<file path="config.mk">
export PLATFORM = sky130hd
export DESIGN_NAME = hne_ctrl
export DESIGN_NICKNAME = d
export VERILOG_FILES = /design/src/hdl/hne_pkg.sv /design/src/hdl/hne_ctrl.sv
export SDC_FILE = /design/constraint.sdc
export NUM_CORES = 1
export LEC_CHECK = 0
export BUFFER_PORTS_ARGS = -buffer_cell sky130_fd_sc_hd__buf_2
export CAP_MARGIN = 5
export CORE_AREA = 2 2 39 41
export DETAILED_ROUTE_END_ITERATION = 8
export DIE_AREA = 0 0 41 43
export HOLD_SLACK_MARGIN = 0.06
export PLACE_DENSITY_LB_ADDON = 0.12
export SLEW_MARGIN = 20
export SYNTH_ARGS = -nofsm -noshare
export SYNTH_HDL_FRONTEND = slang
export SYNTH_SLANG_ARGS = --single-unit
</file>
<file path="constraint.sdc">
create_clock -name clock -period 2.59 [get_ports clock]
set_input_delay 0.518 -clock clock [delete_from_list [all_inputs] [get_ports clock]]
set_output_delay 0.518 -clock clock [all_outputs]
set_load 0.01 [all_outputs]
</file>
<file path="src/hdl/hne_pkg.sv">
// ----------------------------------------------------------------------------
// hne_pkg
// Shared types and constants of the numeric entity encoder.
// ----------------------------------------------------------------------------
package hne_pkg;

   localparam int CODE_W     = 21;   // widest code point
   localparam int DIGITS_MAX = 7;    // decimal digits of a 21-bit value
   localparam int DCNT_W     = $clog2(DIGITS_MAX + 1);

   // q = (v * DIV10_MAGIC) >> DIV10_SHIFT is exact for v < 2**22
   localparam int                DIV10_SHIFT = 24;
   localparam int                MAGIC_W     = 21;
   localparam logic [MAGIC_W-1:0] DIV10_MAGIC = 21'h19999A;

   // register indexes
   localparam logic CSR_XML_MODE  = 1'b0;
   localparam logic CSR_UTF8_MODE = 1'b1;

   localparam logic [7:0] CHAR_AMP   = 8'h26;  // '&'
   localparam logic [7:0] CHAR_HASH  = 8'h23;  // '#'
   localparam logic [7:0] CHAR_SEMI  = 8'h3B;  // ';'
   localparam logic [7:0] CHAR_ZERO  = 8'h30;  // '0'
   localparam logic [7:0] CHAR_COLON = 8'h3A;
   localparam logic [7:0] CHAR_DOT   = 8'h2E;
   localparam logic [7:0] CHAR_DASH  = 8'h2D;
   localparam logic [7:0] CHAR_SLASH = 8'h2F;
   localparam logic [7:0] CHAR_SPACE = 8'h20;
   localparam logic [7:0] CHAR_TILDE = 8'h7E;

   typedef enum logic [2:0] {
      EMIT_BYTE,
      EMIT_AMP,
      EMIT_HASH,
      EMIT_DIGIT,
      EMIT_SEMI
   } emit_sel_type;

   typedef enum logic [1:0] {
      ACT_NONE,
      ACT_PASS,
      ACT_ENTITY
   } action_type;

   typedef struct packed {
      logic         accept;
      logic         conv_step;
      logic         emit;
      emit_sel_type emit_sel;
   } ctrl_cmd_type;

   typedef struct packed {
      action_type action;
      logic       conv_done;
      logic       last_digit;
      logic       digits_avail;
      logic       out_free;
   } dp_status_type;

endpackage

</file>
<file path="src/hdl/hne_ctrl.sv">
// ----------------------------------------------------------------------------
// hne_ctrl
// Sequencer: accepts bytes, runs the decimal conversion and the entity beats.
// ----------------------------------------------------------------------------
module hne_ctrl
   import hne_pkg::*;
(
   input  logic          clock,
   input  logic          reset,
   input  logic          in_valid,
   output logic          in_ready,
   input  dp_status_type sts,
   output ctrl_cmd_type  cmd
);

   typedef enum logic [2:0] {
      ST_IDLE,
      ST_CONV,
      ST_AMP,
      ST_HASH,
      ST_DIGIT,
      ST_SEMI
   } state_type;

   state_type state_ff;
   state_type state_in;

   always_comb begin
      state_in     = state_ff;
      in_ready     = 1'b0;
      cmd.accept   = 1'b0;
      cmd.conv_step = 1'b0;
      cmd.emit     = 1'b0;
      cmd.emit_sel = EMIT_BYTE;
      case (state_ff)
         ST_IDLE: begin
            in_ready   = sts.out_free;
            cmd.accept = in_valid && sts.out_free;
            cmd.emit   = cmd.accept && (sts.action == ACT_PASS);
            if (cmd.accept && (sts.action == ACT_ENTITY)) begin
               state_in = ST_CONV;
            end
         end
         ST_CONV: begin
            cmd.conv_step = 1'b1;
            if (sts.conv_done) begin
               state_in = ST_AMP;
            end
         end
         ST_AMP: begin
            cmd.emit     = sts.out_free;
            cmd.emit_sel = EMIT_AMP;
            if (sts.out_free) begin
               state_in = ST_HASH;
            end
         end
         ST_HASH: begin
            cmd.emit     = sts.out_free;
            cmd.emit_sel = EMIT_HASH;
            if (sts.out_free) begin
               state_in = ST_DIGIT;
            end
         end
         ST_DIGIT: begin
            cmd.emit     = sts.out_free;
            cmd.emit_sel = EMIT_DIGIT;
            if (sts.out_free && sts.last_digit) begin
               state_in = ST_SEMI;
            end
         end
         ST_SEMI: begin
            cmd.emit     = sts.out_free;
            cmd.emit_sel = EMIT_SEMI;
            if (sts.out_free) begin
               state_in = ST_IDLE;
            end
         end
         default: begin
            state_in = ST_IDLE;
         end
      endcase
   end

   always_ff @(posedge clock) begin
      if (reset) begin
         state_ff <= ST_IDLE;
      end else begin
         state_ff <= state_in;
      end
   end

endmodule

</file>
* Word level (Yosys, flattened, before mapping)
Cells that the tools add are included.
** Word-level totals
- Output and inout bits :: 7
- Register bits :: 3
- Input port bits :: 9
- Word-level logic and storage cells :: 33
** Cells by class
- Eq/ne operators :: 13
- Mux-type cells :: 12
- Reductions and logical operators :: 7
** Operator list (count)
- $mux 3 :: 6
- $pmux 3 s6 :: 1
- $ne 2x2->1 const B :: 6
- $pmux 3 s4 :: 1
- $eq 3x2->1 const B :: 2
- $eq 3x3->1 const B :: 2
- $reduce_and 6->1 :: 1
- $logic_and 1x1->1 :: 4
- $reduce_or 4->1 :: 1
- $eq 3x1->1 const B :: 1
- $logic_not 3->1 :: 1
- $mux 1 :: 3
- $eq 2x1->1 const B :: 1
- $eq 2x2->1 const B :: 1
- $pmux 1 s2 :: 1

* Longest topological paths before layout
- Depth in word-level cells :: 4
- Mapped depth :: 4
- Gate-level depth less buffers :: 3

* Worst setup path before layout
Ideal clock, no wire load.
- Path kind :: input-to-output
- From :: input port sts[0] (netlist name)
- To :: output port cmd[5] (netlist name)
- Required time :: 2.072 ns
- Data arrival time :: 1.240 ns
- Stages on the path :: 2
- Setup slack :: 0.832 ns
- Path buffers :: 0
- Cell sequence :: nor4b_1 -> and2_1
** RTL lines
- start: declaration :: RTL line hne_ctrl.sv:12 : input dp_status_type sts,
- end: declaration :: RTL line hne_ctrl.sv:13 : output ctrl_cmd_type cmd

==> flow_summary.json <==
{
  "arrival_ps": 1350,
  "synth_top_family_by_area": "simple AND/OR/NAND/NOR gates",
  "synth_edf_count": 0,
  "crit_required_ps": 2070,
  "cp-end-kind": "output pin",
  "p_total_uw": 148,
  "setup_viol": 0,
  "p_sw_uw": 32.0,
  "combPwrFrac_pct": 13.9,
  "synth_fa_ha_area_share_pct": 0,
  "ys_seq_area_share_pct": 21.1,
  "ys.flop_type": "dfxtp_1",
  "dp_hpwl_microns": 476,
  "synth-xor-area-share_pct": 3.08,
  "status": "finished, final reports clean",
  "min_period_ps": 1860,
  "finalSetupTns_ps": 0,
  "synthCells": 38,
  "synthDistinctLibCells": 22,
  "fin_ws_ps": 725,
  "hold_class": "input port to flop",
  "drcViolationCount": 0,
  "synth_common_cells": "6 x nand2_1, 3 x dfxtp_1, 3 x nor2_1",
  "drive_gt1_share_pct": 34.0,
  "synth_area_leader_cell": "dfxtp_1",
  "cts_buffers": 3,
  "tightest_slew_ps": 508,
  "largest_reg_flops": 3,
  "cts.path.max_buffers": 2,
  "synth_seq_cells": 3,
  "relSlewSlack_pct": 66.1,
  "power_density_nw_per_um2": 390,
  "insertion_delay_ps": 220,
  "holdBufCountCts": 0,
  "ios": 16,
  "crit_type": "flop to output pin",
  "synth.mux.area_fraction_pct": 3.52,
  "rsz0062_at_grt": "no",
  "largest-register": "state_ff",
  "clkTransAtPathRegs_ps": 30,
  "utilization_pct": 27.4,
  "drt-initial-drc-count": 2,
  "dp.cells": 65,
  "yosysWarnings": 0,
  "synth.avg_cell_area_sq_um": 7.47,
  "antenna_cells": 0,
  "route.detailed.wl_per_inst_microns": 9.48,
  "initial_core_util_pct": 20.5,
  "yosysMostFrequentCell": "nand2_1",
  "synthTopCellsByArea": "dfxtp_1 21%, nand2_1 7.9%, nor4b_1 6.2%",
  "worstPathCellList": "nor4b_1 -> and2_1 -> buf_2",
  "worstSetupStartpointType": "flop",
  "avgViaCountPerCell": 4.48,
  "die_h_microns": 43,
  "crit_slowest_cell": "dfxtp_1",
  "port_buffers": 14,
  "core_sq_um": 1380,
  "post_cts_resized": 0,
  "ir_drop_mv": 0.195,
  "wirelength_microns": 654,
  "path_delay_family": "simple AND/OR/NAND/NOR gates",
  "p_int_uw": 116,
  "grt_max_degree": 17,
  "maxCapViolations": 0,
  "post_cts_buffers": 0,
  "grt_pass1_wl_mm": 1.03,
  "place_ws_ps": 838,
  "grt_overflow_total": 0,
  "syn_area_sq_um": 284,
  "die_w_microns": 41,
  "skew_ps": 2.38,
  "cts.sinks": 3,
  "period_share_pct": 72.0,
  "cpPeakStageDelay_ps": 450,
  "num_rows": 14,
  "ant_nets": 0,
  "synth_fp_nets": 47,
  "ys_async_sr_fraction_pct": 0,
  "cts_root_buf": "clkbuf_4",
  "dr.pass1.iters": 2,
  "maxSlewViolCount": 0,
  "largestRegisters": "state_ff x3",
  "tritoncts": "done",
  "clkPwrFrac_pct": 52.4,
  "final_cells": 69,
  "crit_buf_inv": 1,
  "num_vias": 309,
  "nets": 63,
  "gp_congestion": 0.667,
  "hold_viol": 0,
  "grt_usage_pct": 8.72,
  "p_sw_share_pct": 21.6,
  "p_leak_nw": 0.173,
  "cts.htree.levels": 1,
  "synth_compound_area_share_pct": 15.4,
  "die-area_sq_um": 1760,
  "fmax_ghz": 0.536,
  "first_global_vias": 245,
  "synth_top_area_share_pct": 21.1,
  "syn2layout_area_growth_pct": 33.5,
  "fillers": 152,
  "seq_power_share_pct": 33.7,
  "antenna_found_initial": 0,
  "crit_fanout": 16,
  "yosys.area_share.simple_pct": 49.3
}
-- final cells by class --
type	instances	area, sq um	share of cell area [%]
flip-flops and latches	3	60.1	15.8
well taps	16	20.0	5.28
repair buffers	14	70.1	18.5
multi-input cells	32	203	53.5
clock buffers	4	26.3	6.93
-- per-layer routing --
layer	track usage (%)	up-vias	part of all wire [%]
met2	10.6	6	48
li1	-	170	-
met1	12.1	131	47
met4	6.00	0	1.2
met5	0	-	0
met3	3.14	2	4.0
-- cell families (layout without fill, tap and decap cells) --
kind of cell,after synthesis,after routing
AND/OR/NAND/NOR,23,23
AO/OA/AOI/OAI,7,7
flip-flops,3,3
buffers and inverters,3,18
XOR/XNOR,1,1
multiplexers,1,1
-- power groups by stage --
stage	sequential, mW	combinational, mW	clock (mW)
floorplan	0.0486	0.0117	0
global route	0.0501	0.0232	0.0841
finish	0.0498	0.0206	0.0775
detailed placement	0.0505	0.0209	0
global placement	0.0505	0.0211	0
CTS	0.0498	0.0210	0.0814
-- metrics by stage --
step / hold WS (ps) / cell area (sq um)
final: 506 / 379
after global placement: 673 / 353
after CTS: 496 / 379
after floorplan: 587 / 284
after global routing: 516 / 379
after detailed placement: 651 / 353
-- final timing paths --
| check | to | startpoint | slack, ps | cells past startpoint |
|---|---|---|---|---|
| worst min register to register | state_ff[0]$_SDFFE_PP0P_ | state_ff[0]$_SDFFE_PP0P_ | 660 | 2 |
| worst min-delay path | state_ff[2]$_SDFFE_PP0P_ | reset | 510 | 2 |
| worst max-delay path | cmd[5] | state_ff[1]$_SDFFE_PP0P_ | 730 | 3 |
| worst max register to register | state_ff[0]$_SDFFE_PP0P_ | state_ff[1]$_SDFFE_PP0P_ | 1250 | 3 |
-- cell usage in the layout, fill, tap and decap left out --
cell,Yosys,routed
and2_1,1,1
o31ai_1,1,1
nand2b_1,2,2
nor2_1,3,3
nor4b_1,2,2
nor4bb_1,1,1
and4b_2,1,1
and3b_1,1,1
xnor2_1,1,1
nand4b_1,1,1
o22ai_1,1,1
a21oi_1,2,2
clkbuf_1,0,1
dfxtp_1,3,3
o21ai_0,1,1
nor3b_1,2,2
nand2_1,6,6
nor2b_1,1,1
buf_2,2,14
a211oi_1,2,2
nor3_1,2,2
clkbuf_4,0,3
mux2i_1,1,1
Note: power is estimated with default switching activity, not from simulation.
